==> src/hts_pkg.sv <==
// shared types and constants of the header/type/sum frame parser
package hts_pkg;

    localparam int PAYLOAD_BYTES = 8;
    localparam int IDX_W = (PAYLOAD_BYTES > 1) ? $clog2(PAYLOAD_BYTES) : 1;
    localparam int POS_W = $clog2(PAYLOAD_BYTES + 1);
    localparam int QDEPTH = 2;
    localparam int QPTR_W = (QDEPTH > 1) ? $clog2(QDEPTH) : 1;
    localparam int QCNT_W = $clog2(QDEPTH + 1);

    localparam int CFG_IDX_W = 1;
    localparam int CFG_DATA_W = 8;
    localparam logic [CFG_IDX_W-1:0] CFG_HEADER = 1'd0;
    localparam logic [CFG_IDX_W-1:0] CFG_TYPE = 1'd1;
    localparam logic [7:0] HEADER_RESET = 8'h15;
    localparam logic [7:0] TYPE_RESET = 8'h11;

    typedef enum logic [1:0] {
        PH_IDLE = 2'd0,
        PH_TYPE = 2'd1,
        PH_BODY = 2'd2
    } phase_t;

    typedef struct packed {
        logic [PAYLOAD_BYTES-1:0][7:0] payload;
        logic [31:0] number;
    } frame_t;

    typedef struct packed {
        logic valid;
        frame_t frame;
    } push_t;

    typedef struct packed {
        logic valid;
        frame_t frame;
    } head_t;

endpackage

==> src/hts_queue.sv <==
// short queue of accepted frames between front and back
module hts_queue import hts_pkg::*;
(
    input  logic  clk,
    input  logic  rst_n,
    input  push_t push,
    input  logic  pop,
    output logic  full,
    output head_t head
);

    frame_t             entry_reg [QDEPTH];
    logic [QPTR_W-1:0]  wr_reg, rd_reg;
    logic [QCNT_W-1:0]  cnt_reg, cnt_next;

    assign full       = (cnt_reg == QCNT_W'(QDEPTH));
    assign head.valid = (cnt_reg != '0);
    assign head.frame = entry_reg[rd_reg];

    always_comb
    begin
        cnt_next = cnt_reg;
        if (push.valid && !pop)
        begin
            cnt_next = cnt_reg + QCNT_W'(1);
        end
        else if (!push.valid && pop)
        begin
            cnt_next = cnt_reg - QCNT_W'(1);
        end
    end

    always_ff @(posedge clk or negedge rst_n)
    begin
        if (!rst_n)
        begin
            wr_reg  <= '0;
            rd_reg  <= '0;
            cnt_reg <= '0;
        end
        else
        begin
            cnt_reg <= cnt_next;
            if (push.valid)
            begin
                wr_reg <= (wr_reg == QPTR_W'(QDEPTH - 1)) ? '0 : wr_reg + QPTR_W'(1);
            end
            if (pop)
            begin
                rd_reg <= (rd_reg == QPTR_W'(QDEPTH - 1)) ? '0 : rd_reg + QPTR_W'(1);
            end
        end
    end

    always_ff @(posedge clk)
    begin
        if (push.valid)
        begin
            entry_reg[wr_reg] <= push.frame;
        end
    end

endmodule

==> config.mk <==
export PLATFORM = sky130hd
export DESIGN_NAME = hts_queue
export DESIGN_NICKNAME = d
export VERILOG_FILES = /design/src/hts_pkg.sv /design/src/hts_queue.sv
export SDC_FILE = /design/constraint.sdc
export NUM_CORES = 1
export LEC_CHECK = 0
export CAP_MARGIN = 20
export CELL_PAD_IN_SITES_DETAIL_PLACEMENT = 2
export CELL_PAD_IN_SITES_GLOBAL_PLACEMENT = 2
export CORE_MARGIN = 2
export CORE_UTILIZATION = 38
export CTS_CLUSTER_SIZE = 20
export DETAILED_ROUTE_END_ITERATION = 7
export DONT_BUFFER_PORTS = 1
export PLACE_DENSITY = 0.71
export SETUP_SLACK_MARGIN = 0.4
export SLEW_MARGIN = 20
export SYNTH_ARGS = -nofsm -noshare
export SYNTH_HDL_FRONTEND = slang
export SYNTH_SLANG_ARGS = --single-unit
==> constraint.sdc <==
create_clock -name clk -period 5.6 [get_ports clk]
set_clock_uncertainty 0.15 [all_clocks]
set_input_delay 1.12 -clock clk [delete_from_list [all_inputs] [get_ports clk]]
set_output_delay 1.12 -clock clk [all_outputs]
set_load 0.005 [all_outputs]
==> impl_results.md <==
- Primary FF master, synth: edfxtp_1
- Fill cell count: around 1700
- DIE AREA: between 20000 and 25000 um^2
- Normalized max-slew margin: roughly 48%
- CORE AREA: 18700 um^2
- Critical path class: flop to primary output
- Pre-antenna DRT Iters: 4
- Wire length per cell: about 23 um
- Clock Latency Late Sink: between 0.4 and 0.5 ns
- Antenna Cells: 0
- Initial Utilization: between 30% and 40%
- Post-layout util: between 40% and 50%
- Unique masters post-synth: 14
- CP endpoint kind: primary output
- Final Setup Violations: 0
- Crit path time final: ~3.2 ns
- Post-synth top cells: 192 x edfxtp_1, 66 x mux2_2, 30 x mux2_4, 6 x buf_2, 5 x buf_6
- Die height: about 140 um
- Synth async-reset ratio: 2.04%
- Sequential cell area fraction in the yosys report: 81.1%
- Layout cells sized above 1: roughly two fifths
- GRT Overall Usage: a little over an eighth
- Clock sinks: around 200
- Hold Vio Cnt, Final: 0
- Syn_nets: about 420
- Outcome: finished clean
- Post-synth EDFFs: about 190
- Ratio of final minimum period to clock period: between 50% and 60%
- Area grow syn2layout: 11.8%
- First-pass GRT wire length: just under 20000 um
- CP required: between 4 and 5 ns
- Die Wd: 142 um
- Hold buffer count at cts: 0
- Top cell type by total area after synthesis: edfxtp_1
- Setup TNS: 0 ns
- Largest net degree at the start of global routing: between 60 and 70
- Post-synthesis register bit count: 196
- Leakage power: roughly 0.0027 uW
- Clock slew at reported path FFs: roughly 0.07 ns
- TritonCTS clock tree: done
- RSZ-0062 raised after global routing: false
- HP Class: primary input to asynchronous set/reset pin
- Routed vias: 2875
- Routed wire length: about 13000 um
- Peak VDD IR: about 240 uV
- Vias in the first global route: approximately 3200
- Top-area cell type share of the netlist area: about 80%
- Max Cap Viol: 0
- Gr ovfl total: 0
- Dpl cells: 542
- PostCTS Resize Cnt: 0
- Startpoint Class: flop
- Detailed placement HPWL: 8850 um
- Top cells by area, synth: edfxtp_1 80%, mux2_2 10%, mux2_4 6.2%
- Final Wtd Congestion: roughly 0.7
- Achievable frequency: 0.313 GHz
- Initial antenna violation count: 0
- Htree depth: 4
- Most frequent cell after synthesis: edfxtp_1
- Clk buf depth: 2
- CTS root buf: clkbuf_16
- Worst endpoint data arrival time: between 1.5 and 2 ns
- Cells after Synth: roughly 320
- Cell Area, Synth: 7230 um^2
- Post-route ant nets: 0
- Std cell rows: 50
- Max FFs per register: roughly 190
- Syn. warnings: 0
- Pwr dens: between 500 and 600 nW/um^2
- Vias per Instance: about 5
- DRC viols: 0
- PortBufs: 0
- Num CTS Buffers: 17
- Nets@finish: 429
- Layout Cells excl Fill: around 580
- Final slew viol count: 0
- Post-Syn Area per Cell: between 20 and 25 um^2
- CP Max Fanout: 46
- Slew @ Worst Pin: between 0.7 and 0.8 ns
- Postcts setup bufs: 0
- DR iter-0 viols: 119
- IO Pins: 198
kinds of logic (layout without fill, tap and decap cells):
logic type	count (synthesis)	after routing	share of synthesized area (%)
xor+xnor	5	5	0.605
fa+ha+maj	1	1	0.173
buf+inv	12	38	1.25
flops	196	196	81.1
mux	96	96	16.5
simple gates	5	5	0.398
metrics by stage:
| stage | hold slack [ns] | total power (uW) | worst slack (ns) | cell area (um^2) |
|---|---|---|---|---|
| 6_report | 0.237 | 4100 | 2.41 | 8090 |
| 5_1_grt | 0.203 | 4300 | 2.31 | 8090 |
| 4_1_cts | 0.209 | 4180 | 2.37 | 8060 |
| 3_5_place_dp | 0.364 | 3020 | 2.57 | 7500 |
| 3_3_place_gp | 0.323 | 2970 | 2.61 | 7500 |
| 2_1_floorplan | 0.297 | 2820 | 1.39 | 7240 |
area by class of cell:
class,count,area (um^2),area share [%]
Sequential cell,196,5870,72.6
Clock buffer,17,425,5.26
Timing Repair Buffer,5,70.1,0.866
Tap cell,234,293,3.62
Inverter,1,3.75,0.0464
Multi-Input combinational cell,107,1290,15.9
Clock inverter,15,138,1.70
placed cells by master (no fill, tap or decap):
cell        instances
clkbuf_16          17
inv_8               3
buf_16              1
and2_4              1
nor2_1              1
clkinv_2            2
inv_1               1
nor2b_1             1
clkinv_4            3
dfrtp_1             3
nor2b_4             1
inv_6               5
clkinvlp_4          1
xor2_1              4
mux2_2             66
mux2_4             30
edfxtp_1          192
buf_12              1
xnor2_1             1
dfrtp_4             1
buf_4               3
or2_2               1
clkinv_8            1
ha_1                1
path summary, 6_finish.rpt:
path,start,endpoint,slack [ns],cells past startpoint
worst max register to register,wr_reg$_DFFE_PN0P_,entry_reg[1][4]$_DFFE_PP_,3.30,2
max in group asynchronous,rst_n,rd_reg$_DFFE_PN0P_,4.99,0
worst min-delay path,rst_n,rd_reg$_DFFE_PN0P_,0.24,0
worst min register to register,cnt_reg[1]$_DFFE_PN0P_,cnt_reg[1]$_DFFE_PN0P_,0.37,1
worst max-delay path,rd_reg$_DFFE_PN0P_,head[83],2.41,2
min in group clk,cnt_reg[1]$_DFFE_PN0P_,cnt_reg[1]$_DFFE_PN0P_,0.37,1
where the power goes:
group | switching, uW | leakage (uW) | internal [uW]
combinational | 506 | 0.000593 | 427
clock | 557 | 0.000278 | 589
sequential | 75.2 | 0.00185 | 1950
total | 1140 | 0.00272 | 2960
worst max-delay path: stages (launching register included):
cell and delay (ns):
dfrtp_4 0.40, buf_4 0.57, mux2_2 0.45
routing by layer:
layer,global-route usage (%),share of wire (%),vias to the layer above
met1,14.8,37,1454
met2,21.5,51,140
met3,8.41,12,8
li1,-,-,1273
met5,0,0,-
met4,4.11,0.79,0
No activity file was read; power rests on OpenSTA's default activity.
