===== config.mk =====
export PLATFORM = sky130hd
export DESIGN_NAME = hts_front
export DESIGN_NICKNAME = d
export VERILOG_FILES = /design/src/hts_pkg.sv /design/src/hts_front.sv
export SDC_FILE = /design/constraint.sdc
export NUM_CORES = 1
export LEC_CHECK = 0
export BUFFER_PORTS_ARGS = -buffer_cell sky130_fd_sc_hd__buf_2
export CAP_MARGIN = 5
export CORE_UTILIZATION = 30
export CTS_CLUSTER_SIZE = 16
export DETAILED_ROUTE_END_ITERATION = 8
export PLACE_DENSITY = 0.61
export RECOVER_POWER = 100
export SLEW_MARGIN = 20
export SYNTH_ARGS = -nofsm -noshare
export SYNTH_HDL_FRONTEND = slang
export SYNTH_SLANG_ARGS = --single-unit

===== constraint.sdc =====
create_clock -name clk -period 8.8 [get_ports clk]
set_clock_uncertainty 0.05 [all_clocks]
set_input_delay 1.76 -clock clk [delete_from_list [all_inputs] [get_ports clk]]
set_output_delay 1.76 -clock clk [all_outputs]
set_load 0.1 [all_outputs]

===== src/hts_pkg.sv =====
// shared types and constants of the header/type/sum frame parser
package hts_pkg;

    localparam int PAYLOAD_BYTES = 8;
    localparam int IDX_W = (PAYLOAD_BYTES > 1) ? $clog2(PAYLOAD_BYTES) : 1;
    localparam int POS_W = $clog2(PAYLOAD_BYTES + 1);
    localparam int QDEPTH = 2;
    localparam int QPTR_W = (QDEPTH > 1) ? $clog2(QDEPTH) : 1;
    localparam int QCNT_W = $clog2(QDEPTH + 1);

    localparam int CFG_IDX_W = 1;
    localparam int CFG_DATA_W = 8;
    localparam logic [CFG_IDX_W-1:0] CFG_HEADER = 1'd0;
    localparam logic [CFG_IDX_W-1:0] CFG_TYPE = 1'd1;
    localparam logic [7:0] HEADER_RESET = 8'h15;
    localparam logic [7:0] TYPE_RESET = 8'h11;

    typedef enum logic [1:0] {
        PH_IDLE = 2'd0,
        PH_TYPE = 2'd1,
        PH_BODY = 2'd2
    } phase_t;

    typedef struct packed {
        logic [PAYLOAD_BYTES-1:0][7:0] payload;
        logic [31:0] number;
    } frame_t;

    typedef struct packed {
        logic valid;
        frame_t frame;
    } push_t;

    typedef struct packed {
        logic valid;
        frame_t frame;
    } head_t;

endpackage


===== src/hts_front.sv =====
// front part: frame recognition, payload capture, checksum and frame count
module hts_front import hts_pkg::*;
(
    input  logic                  clk,
    input  logic                  rst_n,
    input  logic                  cfg_we,
    input  logic [CFG_IDX_W-1:0]  cfg_index,
    input  logic [CFG_DATA_W-1:0] cfg_data,
    input  logic                  in_valid,
    input  logic [7:0]            in_byte,
    input  logic                  q_full,
    output logic                  in_ready,
    output push_t                 push
);

    phase_t            phase_reg, phase_next;
    logic [POS_W-1:0]  pos_reg, pos_next;
    logic [7:0]        sum_reg, sum_next;
    logic [31:0]       count_reg, count_next;
    logic [7:0]        header_reg, type_reg;
    logic [PAYLOAD_BYTES-1:0][7:0] store_reg;

    logic beat, is_hdr, in_body, store_we, good;

    assign in_ready = !q_full;
    assign beat     = in_valid && in_ready;
    assign is_hdr   = (in_byte == header_reg);
    assign in_body  = (pos_reg < POS_W'(PAYLOAD_BYTES));

    // next state
    always_comb
    begin
        phase_next = phase_reg;
        if (beat)
        begin
            if (is_hdr)
            begin
                phase_next = PH_TYPE;
            end
            else
            begin
                case (phase_reg)
                    PH_TYPE: phase_next = (in_byte == type_reg) ? PH_BODY : PH_IDLE;
                    PH_BODY: phase_next = in_body ? PH_BODY : PH_IDLE;
                    default: phase_next = PH_IDLE;
                endcase
            end
        end
    end

    // datapath outputs of the phase machine
    always_comb
    begin
        pos_next   = pos_reg;
        sum_next   = sum_reg;
        count_next = count_reg;
        store_we   = 1'b0;
        good       = 1'b0;
        if (beat)
        begin
            if (is_hdr)
            begin
                pos_next = '0;
                sum_next = in_byte;
            end
            else
            begin
                pos_next = '0;
                case (phase_reg)
                    PH_TYPE:
                    begin
                        if (in_byte == type_reg)
                        begin
                            sum_next = sum_reg + in_byte;
                        end
                    end
                    PH_BODY:
                    begin
                        if (in_body)
                        begin
                            store_we = 1'b1;
                            sum_next = sum_reg + in_byte;
                            pos_next = pos_reg + POS_W'(1);
                        end
                        else if (sum_reg == in_byte)
                        begin
                            good       = 1'b1;
                            count_next = count_reg + 32'd1;
                        end
                    end
                    default:
                    begin
                        pos_next = '0;
                    end
                endcase
            end
        end
    end

    assign push.valid         = good;
    assign push.frame.payload = store_reg;
    assign push.frame.number  = count_next;

    always_ff @(posedge clk or negedge rst_n)
    begin
        if (!rst_n)
        begin
            phase_reg  <= PH_IDLE;
            pos_reg    <= '0;
            sum_reg    <= '0;
            count_reg  <= '0;
            header_reg <= HEADER_RESET;
            type_reg   <= TYPE_RESET;
        end
        else
        begin
            phase_reg <= phase_next;
            pos_reg   <= pos_next;
            sum_reg   <= sum_next;
            count_reg <= count_next;
            if (cfg_we)
            begin
                case (cfg_index)
                    CFG_HEADER: header_reg <= cfg_data[7:0];
                    CFG_TYPE:   type_reg   <= cfg_data[7:0];
                    default:    ;
                endcase
            end
        end
    end

    // payload capture, one entry per payload beat
    always_ff @(posedge clk)
    begin
        if (store_we)
        begin
            store_reg[pos_reg[IDX_W-1:0]] <= in_byte;
        end
    end

endmodule


==> qor.txt, run 1 <==
Outcome - complete, but fails checks
Violated checks - capacitance limit, slew limit
Clk sinks - 126
Chip width - 135 microns
Yosys reg bits - 126
Max reg flops - 64
Clock transition at path regs - 0.06 ns
Most frequent cells in the layout - clkbuf_1, edfxtp_1, dfrtp_1
Root Driver - clkbuf_16
Crit. End Element - output port
Dpl hpwl - 8.03 mm
R2r setup slk - 5.50 ns
Crit-path max FO - 12
Routed Antenna Nets - 0
Final period utilization - 84.9%
Die Ht - 135 microns
Vias/cell - 4.66
Max VDD drop - 0.135 mV
PortBufs - 119
Cells after DPL - 726
Initial antenna violation count - 2
Layout cells sized above 1 - 13.9%
Max Buffers Root-to-Sink - 2
Tightest Pin Transition - 3.35 ns
CTS tree - done
Largest cells by area after synthesis - edfxtp_1, dfrtp_1, xor2_1
Syn_nets - 423
Routed vias - 3529
Commonest non-fill, non-tap cell in the layout - clkbuf_1
Routed WL - 11.5 mm
Setup TNS - 0 ns
Fmax - 134 MHz
Synthesized instance count - 389
CTS Hold Buffers Added - 0
Top-area cell type share of the netlist area - 36.0%
Area growth, synth to finish - 23.9%
Initial Util - 30.7%
Total CTS buffers - 17
Leakage power figure - 2.61 nW
Sequential share of the synthesized area - 65.3%
Critical Path Source Type - input pin
Diode count - 0
GP Congestion - 0.796
DRC violations left - 0
Number of global-route vias before repair - 3588
Crit path kind - in2out
Max Cap Violations - 1
First-pass GRT wire length - 18.6 mm
Routed WL per cell - 15.2 microns
WHS - 0.431 ns
Netlist Area Pre-Place - 0.00533 sq mm
Core area - 0.0174 sq mm
IO Pins - 120
DRT Pass-1 Iters - 4
Post-route insts no fill - 758
Avg Inst Size Synth - 13.7 sq um
Distinct cells, synth - 49
Syn. warnings - 0
Pwr Density - 220 mW/mm^2
Post-synth EDFFs - 64
Die Area - 0.0183 sq mm
Path type of the worst min-delay path - reg2reg
Total global routing overflow - 0
Minimum clock period - 7.47 ns
RSZ-0062 raised after global routing - false
CTS H-tree depth - 4
Final hold vios - 0
GRT Overall Usage - 13.4%
Initial DRC count - 132
Largest net degree at the start of global routing - 63
Final setup fails - 0
Clk Latency, worst-skew pair - 0.41 ns
Area leader, netlist - edfxtp_1
Fin. max-slew vios - 63
Synth async-reset ratio - 49.2%
Final #Nets - 554
Worst Path Required - 6.99 ns
Slew margin rel. - -123%
Postcts setup bufs - 0
Row cnt - 48
Post-CTS sizing - 0
Worst Path Arrival - 5.66 ns
Top FF cell, synth - edfxtp_1
-- per-stage QoR --
stage	instance area (sq um)	utilization (%)	setup slack [ns]	power, mW
after detailed placement	6190	35.7	2.34	0.742
after floorplan	5330	-	1.99	0.709
after CTS	6800	39.2	2.31	1.47
after global routing	6610	38.1	1.07	1.50
after global placement	6180	35.6	2.38	0.739
final	6610	38.1	1.33	1.45
-- critical path: stages --
cell and delay (ns):
clkbuf_1 0.53, ha_1 0.42, or4_1 0.50, nor4_1 0.31
o211ai_1 0.31, or3_1 0.48, nor3_1 0.21, xor2_1 0.25
clkbuf_1 0.89
-- logic make-up after synthesis --
| logic type | after synthesis | share of synthesized area, % |
|---|---|---|
| AOI/OAI and AO/OA | 31 | 3.97 |
| muxes | 24 | 5.04 |
| adders and majority gates | 12 | 2.96 |
| and+or+nand+nor | 121 | 12.6 |
| buffers and inverters | 24 | 1.81 |
| xor gates and xnor gates | 51 | 8.38 |
| DFF | 126 | 65.3 |
-- power breakdown --
group / switching (mW) / internal (mW)
clock: 0.271 / 0.452
sequential: 0.00934 / 0.637
combinational: 0.0463 / 0.0348
total: 0.327 / 1.12
-- worst paths after layout --
path,startpoint,cells past startpoint,endpoint
max,in_byte[4],9,push[31]
min,count_reg[11],1,count_reg[11]
max reg2reg,header_reg[2],6,push[64]
min reg2reg,count_reg[11],1,count_reg[11]
max in group asynchronous,rst_n,2,header_reg[1]
min in group asynchronous,rst_n,2,count_reg[27]
-- metal layers --
layer / part of all wire, % / vias to the layer above / GRT usage, %
met1: 46 / 1680 / 17.3
met2: 43 / 155 / 20.4
met3: 9.2 / 21 / 4.75
li1: - / 1669 / -
met5: 0.19 / - / 0
met4: 1.7 / 4 / 5.24
-- cell type report --
type	count	area, sq um
multi-input combinational	239	1710
fill	1730	10700
clock buffer	18	429
clock inverter	14	184
timing repair buffer	121	468
inverter	15	56.3
tap	225	282
sequential	126	3480
-- cell usage after synthesis (4+ instances only) --
cell type,instances
nor3_1,9
and3_1,6
a21oi_1,4
nand3_1,13
o21ai_0,9
xor2_1,30
xnor2_1,21
nor4_1,4
nand4_1,5
edfxtp_1,64
ha_1,11
clkbuf_1,5
mux2_2,23
dfrtp_1,57
nand2_1,31
nor3b_1,4
nor2_1,24
nor2b_1,4
dfstp_2,5
inv_1,15
No activity file was read; power rests on OpenSTA's default activity.
==> run 2: changes to the inputs <==
==> constraint.sdc (replaced) <==
create_clock -name clk -period 7.6 [get_ports clk]
set_clock_uncertainty 0.05 [all_clocks]
set_input_delay 1.52 -clock clk [delete_from_list [all_inputs] [get_ports clk]]
set_output_delay 1.52 -clock clk [all_outputs]
set_load 0.1 [all_outputs]
==> run 2 against run 1 <==
Effect of this change:
- utilization is essentially flat
- sequential cell count unchanged
- register-to-register slack got worse by 1.2 ns
- sequential share of layout area decreased by 0.060 points
- critical path type unchanged
- global-route usage about the same
- clock power up 10%
- sequential power grew 16%
- critical endpoint is now push[27]
- largest cell class unchanged
- power grew 13%
- non-clock buffer count did not move
- final cell count unchanged
- hold slack about the same
- the run still ends with capacitance limit, slew limit left
==> qor.txt, run 2 (synthesis results as in run 1) <==
Crit-path max FO - 12 (unchanged)
PortBufs - 119 (unchanged)
Routed WL per cell - 15.1 microns (was 15.2 microns)
Commonest non-fill, non-tap cell in the layout - clkbuf_1 (unchanged)
Worst Slack Setup Final - 0.944 ns (was 1.33 ns)
Minimum clock period - 6.66 ns
Initial Util - 30.7% (unchanged)
Total CTS buffers - 17 (unchanged)
Diode count - 0 (unchanged)
Clk sinks - 126 (unchanged)
Fmax - 150 MHz
CP delay by family, top - simple AND/OR/NAND/NOR gates (unchanged)
RSZ-0062 raised after global routing - false (unchanged)
CTS Hold Buffers Added - 0 (unchanged)
Postcts setup bufs - 0 (unchanged)
CTS tree - done (unchanged)
Slew margin rel. - -120% (was -123%)
Worst Path Required - 6.03 ns (was 6.99 ns)
Dpl hpwl - 7.98 mm (was 8.03 mm)
CP bufs+invs - 2 (unchanged)
Final period utilization - 87.6%
DRT Pass-1 Iters - 4 (unchanged)
Chip width - 135 microns (unchanged)
Worst Path Arrival - 5.09 ns (was 5.66 ns)
Placed inst area - 0.00619 sq mm (unchanged)
Die Ht - 135 microns (unchanged)
Total global routing overflow - 0 (unchanged)
Violated checks - capacitance limit, slew limit (unchanged)
IO Pins - 120 (unchanged)
First-pass GRT wire length - 18.4 mm (was 18.6 mm)
Routed Antenna Nets - 0 (unchanged)
Sequence of cells on the critical path - clkbuf_1 > ha_1 > or4_2 > nor4_1 > o211ai_1 > or3_4 > nor3_1 > xor2_1 > buf_2 (was clkbuf_1 > ha_1 > or4_1 > nor4_1 > o211ai_1 > or3_1 > nor3_1 > xor2_1 > clkbuf_1)
Root Driver - clkbuf_16 (unchanged)
Layout cells sized above 1 - 17.8% (was 13.9%)
Initial DRC count - 178 (was 132)
Leakage power figure - 2.67 nW (was 2.61 nW)
Row cnt - 48 (unchanged)
Design area - 0.00662 sq mm (was 0.00661 sq mm)
Final #Nets - 554 (unchanged)
Setup TNS - 0 ns (unchanged)
Vias/cell - 4.62 (was 4.66)
Clk Latency, worst-skew pair - 0.42 ns (was 0.41 ns)
Core area - 0.0174 sq mm (unchanged)
Critical Path Source Type - input pin (unchanged)
Number of global-route vias before repair - 3505 (was 3588)
GP Congestion - 0.796 (about the same)
Largest net degree at the start of global routing - 63 (unchanged)
Initial antenna violation count - 2 (unchanged)
Area growth, synth to finish - 24.0% (was 23.9%)
Cells after DPL - 726 (unchanged)
Post-Place Worst Slack - 1.64 ns (was 2.34 ns)
Routed vias - 3505 (was 3529)
Final setup fails - 0 (unchanged)
Path type of the worst min-delay path - reg2reg (unchanged)
Outcome - complete, but fails checks (unchanged)
Final hold vios - 0 (unchanged)
Max VDD drop - 0.148 mV (was 0.135 mV)
Crit. End Element - output port (unchanged)
GRT Overall Usage - 13.4% (about the same)
Pwr Density - 247 mW/mm^2 (was 220 mW/mm^2)
Max reg flops - 64 (unchanged)
Max Buffers Root-to-Sink - 2 (unchanged)
Max Cap Violations - 1 (unchanged)
Die Area - 0.0183 sq mm (unchanged)
Routed WL - 11.4 mm (was 11.5 mm)
Layout fillers - 1698 (was 1730)
Crit path kind - in2out (unchanged)
Critical path's slowest cell - or4_2 (was clkbuf_1)
CTS H-tree depth - 4 (unchanged)
DRC violations left - 0 (unchanged)
Post-route insts no fill - 758 (unchanged)
Post-CTS sizing - 0 (unchanged)
Critical Path Max Stage Delay - 0.64 ns (was 0.89 ns)
Fin. max-slew vios - 63 (unchanged)
Tightest Pin Transition - 3.30 ns (was 3.35 ns)
Most frequent cells in the layout - clkbuf_1, edfxtp_1, dfrtp_1 (unchanged)
Clock transition at path regs - 0.06 ns (about the same)
## run 2: cell types whose count changed in the layout (fill, tap and decap cells not counted), sizes merged
cell,change
clkinvlp,+1
clkbuf,-17
bufinv,-1
buf,+17
## run 2: worst paths after layout
kind / startpoint / end / slack (ns) / cells after the start
max: in_byte[4] / push[27] / 0.94 / 9
min: count_reg[11] / count_reg[11] / 0.43 / 1
max reg2reg: header_reg[2] / push[66] / 4.33 / 6
min reg2reg: count_reg[11] / count_reg[11] / 0.43 / 1
max in group asynchronous: rst_n / phase_reg[1] / 3.38 / 2
min in group asynchronous: rst_n / count_reg[27] / 2.26 / 2
## run 2: area by class of cell
cell class / instances / area (sq um) / area share (%)
inverter: 15 / 56.3 / 0.851
timing repair buffer: 121 / 489 / 7.40
clock buffer: 18 / 429 / 6.49
tap: 225 / 282 / 4.26
multi-input combinational: 239 / 1720 / 26.1
sequential: 126 / 3480 / 52.6
clock inverter: 14 / 155 / 2.35
## run 2: power breakdown
| group | internal [mW] | leakage (nW) | switching [mW] |
|---|---|---|---|
| logic | 0.0402 | 1.02 | 0.0533 |
| registers | 0.738 | 1.37 | 0.0106 |
| clock network | 0.487 | 0.282 | 0.307 |
## run 2: metrics by stage
step	hold slack [ns]	power, mW	util [%]
6_report	0.430	1.64	38.1
5_1_grt	0.461	1.70	38.1
4_1_cts	0.432	1.66	39.0
3_5_place_dp	0.419	0.859	35.7
3_3_place_gp	0.412	0.855	35.6
2_1_floorplan	0.419	0.822	-
## run 2: metal layers
metal	track usage (%)	part of all wire [%]
met3	5.16	9.4
met2	20.7	43
met1	16.5	45
met4	5.99	1.7
met5	0	0.21
==> run 3: changes to the inputs <==
--- a/config.mk
+++ b/config.mk
@@ -8,6 +8,7 @@
 export BUFFER_PORTS_ARGS = -buffer_cell sky130_fd_sc_hd__buf_2
 export CAP_MARGIN = 5
 export CORE_UTILIZATION = 30
+export CTS_BUF_LIST = sky130_fd_sc_hd__clkbuf_4 sky130_fd_sc_hd__clkbuf_8
 export CTS_CLUSTER_SIZE = 16
 export DETAILED_ROUTE_END_ITERATION = 8
 export PLACE_DENSITY = 0.61
==> run 3 against run 2 <==
Effect of this change:
- final cell count did not move
- the run still ends with capacitance limit, slew limit left
- sequential cell count did not move
- sequential power barely moved
- register-to-register slack got worse by 0.06 ns
- global-route usage barely moved
- fmax fell by 0.20%
- largest cell class unchanged
- non-clock buffer count did not move
- via count rose by 0.40%
- critical endpoint unchanged
- largest power group is now sequential cells
- sequential share of layout area rose by 1.5 points
- utilization fell by 1.1 points
- critical path depth did not move
==> qor.txt, run 3 (synthesis results as in run 1) <==
Outcome - complete, but fails checks (unchanged)
Violated checks - capacitance limit, slew limit (unchanged)
Crit-path max FO - 12 (unchanged)
Max Buffers Root-to-Sink - 2 (unchanged)
Crit. End Element - output port (unchanged)
Worst Min Path Start - count_reg[11] (unchanged)
Hold Path Depth - 1 (unchanged)
Total CTS buffers - 17 (unchanged)
PortBufs - 119 (unchanged)
Routed wl met3 - 1.02 mm (was 1.07 mm)
Number of global-route vias before repair - 3520 (was 3505)
Diode count - 0 (unchanged)
CTS H-tree depth - 4 (unchanged)
Dpl hpwl - 7.98 mm (unchanged)
Met2 Wirelength - 4.95 mm (was 4.96 mm)
Routed Antenna Nets - 0 (unchanged)
Hold EP - count_reg[11] (unchanged)
CTS Hold Buffers Added - 0 (unchanged)
R2r setup slk - 4.27 ns (was 4.33 ns)
GP Congestion - 0.796 (unchanged)
Tightest Pin Transition - 3.32 ns (was 3.30 ns)
Post-Place Worst Slack - 1.64 ns (unchanged)
Leakage power figure - 2.59 nW (was 2.67 nW)
Clock power share - 40.8% (was 48.6%)
Sw Ratio - 24.2% (was 22.7%)
Reg2reg path depth - 6 (unchanged)
DRC violations left - 0 (unchanged)
CTS tree - done (unchanged)
Commonest non-fill, non-tap cell in the layout - clkbuf_1 (unchanged)
Die Ht - 135 microns (unchanged)
Routed WL - 11.4 mm (unchanged)
Initial DRC count - 193 (was 178)
Chip width - 135 microns (unchanged)
Worst Path Arrival - 5.10 ns (was 5.09 ns)
Routed WL per cell - 15.1 microns (unchanged)
Fin. max-slew vios - 63 (unchanged)
Postcts setup bufs - 0 (unchanged)
Comb power frac - 6.6% (was 5.7%)
Worst r2r dst - push[66] (unchanged)
Power consumption - 1.42 mW (was 1.64 mW)
Most frequent cells in the layout - clkbuf_1, edfxtp_1, dfrtp_1 (unchanged)
Total global routing overflow - 0 (unchanged)
Pwr Density - 221 mW/mm^2 (was 247 mW/mm^2)
Final hold vios - 0 (unchanged)
Worst Slack Setup Final - 0.931 ns (was 0.944 ns)
Clk Latency, worst-skew pair - 0.43 ns (was 0.42 ns)
Setup TNS - 0 ns (unchanged)
Worst r2r src - header_reg[2] (unchanged)
Vias/cell - 4.64 (was 4.62)
Critical Path Source Type - input pin (unchanged)
Cells after DPL - 726 (unchanged)
Max Cap Violations - 1 (unchanged)
Post-CTS sizing - 0 (unchanged)
Path type of the worst min-delay path - reg2reg (unchanged)
Max VDD drop - 0.107 mV (was 0.148 mV)
Largest net degree at the start of global routing - 63 (unchanged)
Fmax - 150 MHz (about the same)
Final setup fails - 0 (unchanged)
Power Internal - 1.08 mW (was 1.27 mW)
Initial Util - 30.7% (unchanged)
Worst Path Required - 6.03 ns (about the same)
Routed vias - 3519 (was 3505)
Max reg flops - 64 (unchanged)
Clock transition at path regs - 0.07 ns (was 0.06 ns)
RSZ-0062 raised after global routing - false (unchanged)
Final period utilization - 87.8% (was 87.6%)
IO Pins - 120 (unchanged)
Slew margin rel. - -122% (was -120%)
Wire length on met1 - 5.21 mm (was 5.16 mm)
Highest Signal Layer - met5 (unchanged)
Die Area - 0.0183 sq mm (unchanged)
Row cnt - 48 (unchanged)
Core area - 0.0174 sq mm (unchanged)
Minimum clock period - 6.67 ns (was 6.66 ns)
Switching power - 0.344 mW (was 0.371 mW)
Area growth, synth to finish - 20.5% (was 24.0%)
DRT Pass-1 Iters - 5 (was 4)
Post-route insts no fill - 758 (unchanged)
First-pass GRT wire length - 18.3 mm (was 18.4 mm)
Clk sinks - 126 (unchanged)
Final #Nets - 554 (unchanged)
Reg power frac - 52.6% (was 45.7%)
Initial antenna violation count - 2 (unchanged)
WHS - 0.433 ns (was 0.430 ns)
Layout cells sized above 1 - 18.0% (was 17.8%)
GRT Overall Usage - 13.4% (about the same)
Crit path kind - in2out (unchanged)
Root Driver - clkbuf_8 (was clkbuf_16)
Layout fillers - 1727 (was 1698)
run 3: power by group through the flow:
stage	Sequential [mW]	Clock, mW	Combinational, mW
6_report	0.747	0.580	0.0938
4_1_cts	0.747	0.598	0.0978
3_3_place_gp	0.761	0	0.0946
3_5_place_dp	0.761	0	0.0974
5_1_grt	0.749	0.630	0.107
2_1_floorplan	0.758	0	0.0630
run 3: per-stage QoR:
stage / util [%] / area (sq um)
floorplan: - / 5330
global placement: 35.6 / 6180
detailed placement: 35.7 / 6190
CTS: 37.9 / 6590
global route: 37.0 / 6430
finish: 37.0 / 6430
run 3: area by class of cell:
cell class / instances / area [sq um] / share of cell area, %
repair buffers: 121 / 489 / 7.61
well taps: 225 / 282 / 4.38
multi-input cells: 239 / 1720 / 26.8
flip-flops and latches: 126 / 3480 / 54.1
clock inverters: 14 / 155 / 2.41
inverters: 15 / 56.3 / 0.876
clock buffers: 18 / 241 / 3.76
run 3: worst max-delay path: stages:
cell      delay [ns]
clkbuf_1        0.54
ha_1            0.42
or4_2           0.64
nor4_1          0.31
o211ai_1        0.31
or3_4           0.45
nor3_1          0.24
xor2_1          0.22
buf_2           0.46
run 3: how the worst max path moves through the flow:
| stage | from | to | slack [ns] | depth (start not counted) |
|---|---|---|---|---|
| 3_3_place_gp | in_byte[0] | push[28] | 1.66 | 9 |
| 3_5_place_dp | in_byte[0] | push[28] | 1.64 | 9 |
| 4_1_cts | in_byte[0] | push[28] | 1.62 | 9 |
| 2_1_floorplan | in_byte[2] | push[17] | 1.27 | 6 |
| 6_report | in_byte[4] | push[27] | 0.93 | 9 |
| 5_1_grt | in_byte[4] | push[27] | 0.71 | 9 |
run 3: layer usage:
layer,track usage [%],up-vias
met1,16.8,1694
li1,-,1653
met2,20.4,150
met3,5.05,18
met4,6.24,4
met5,0,-
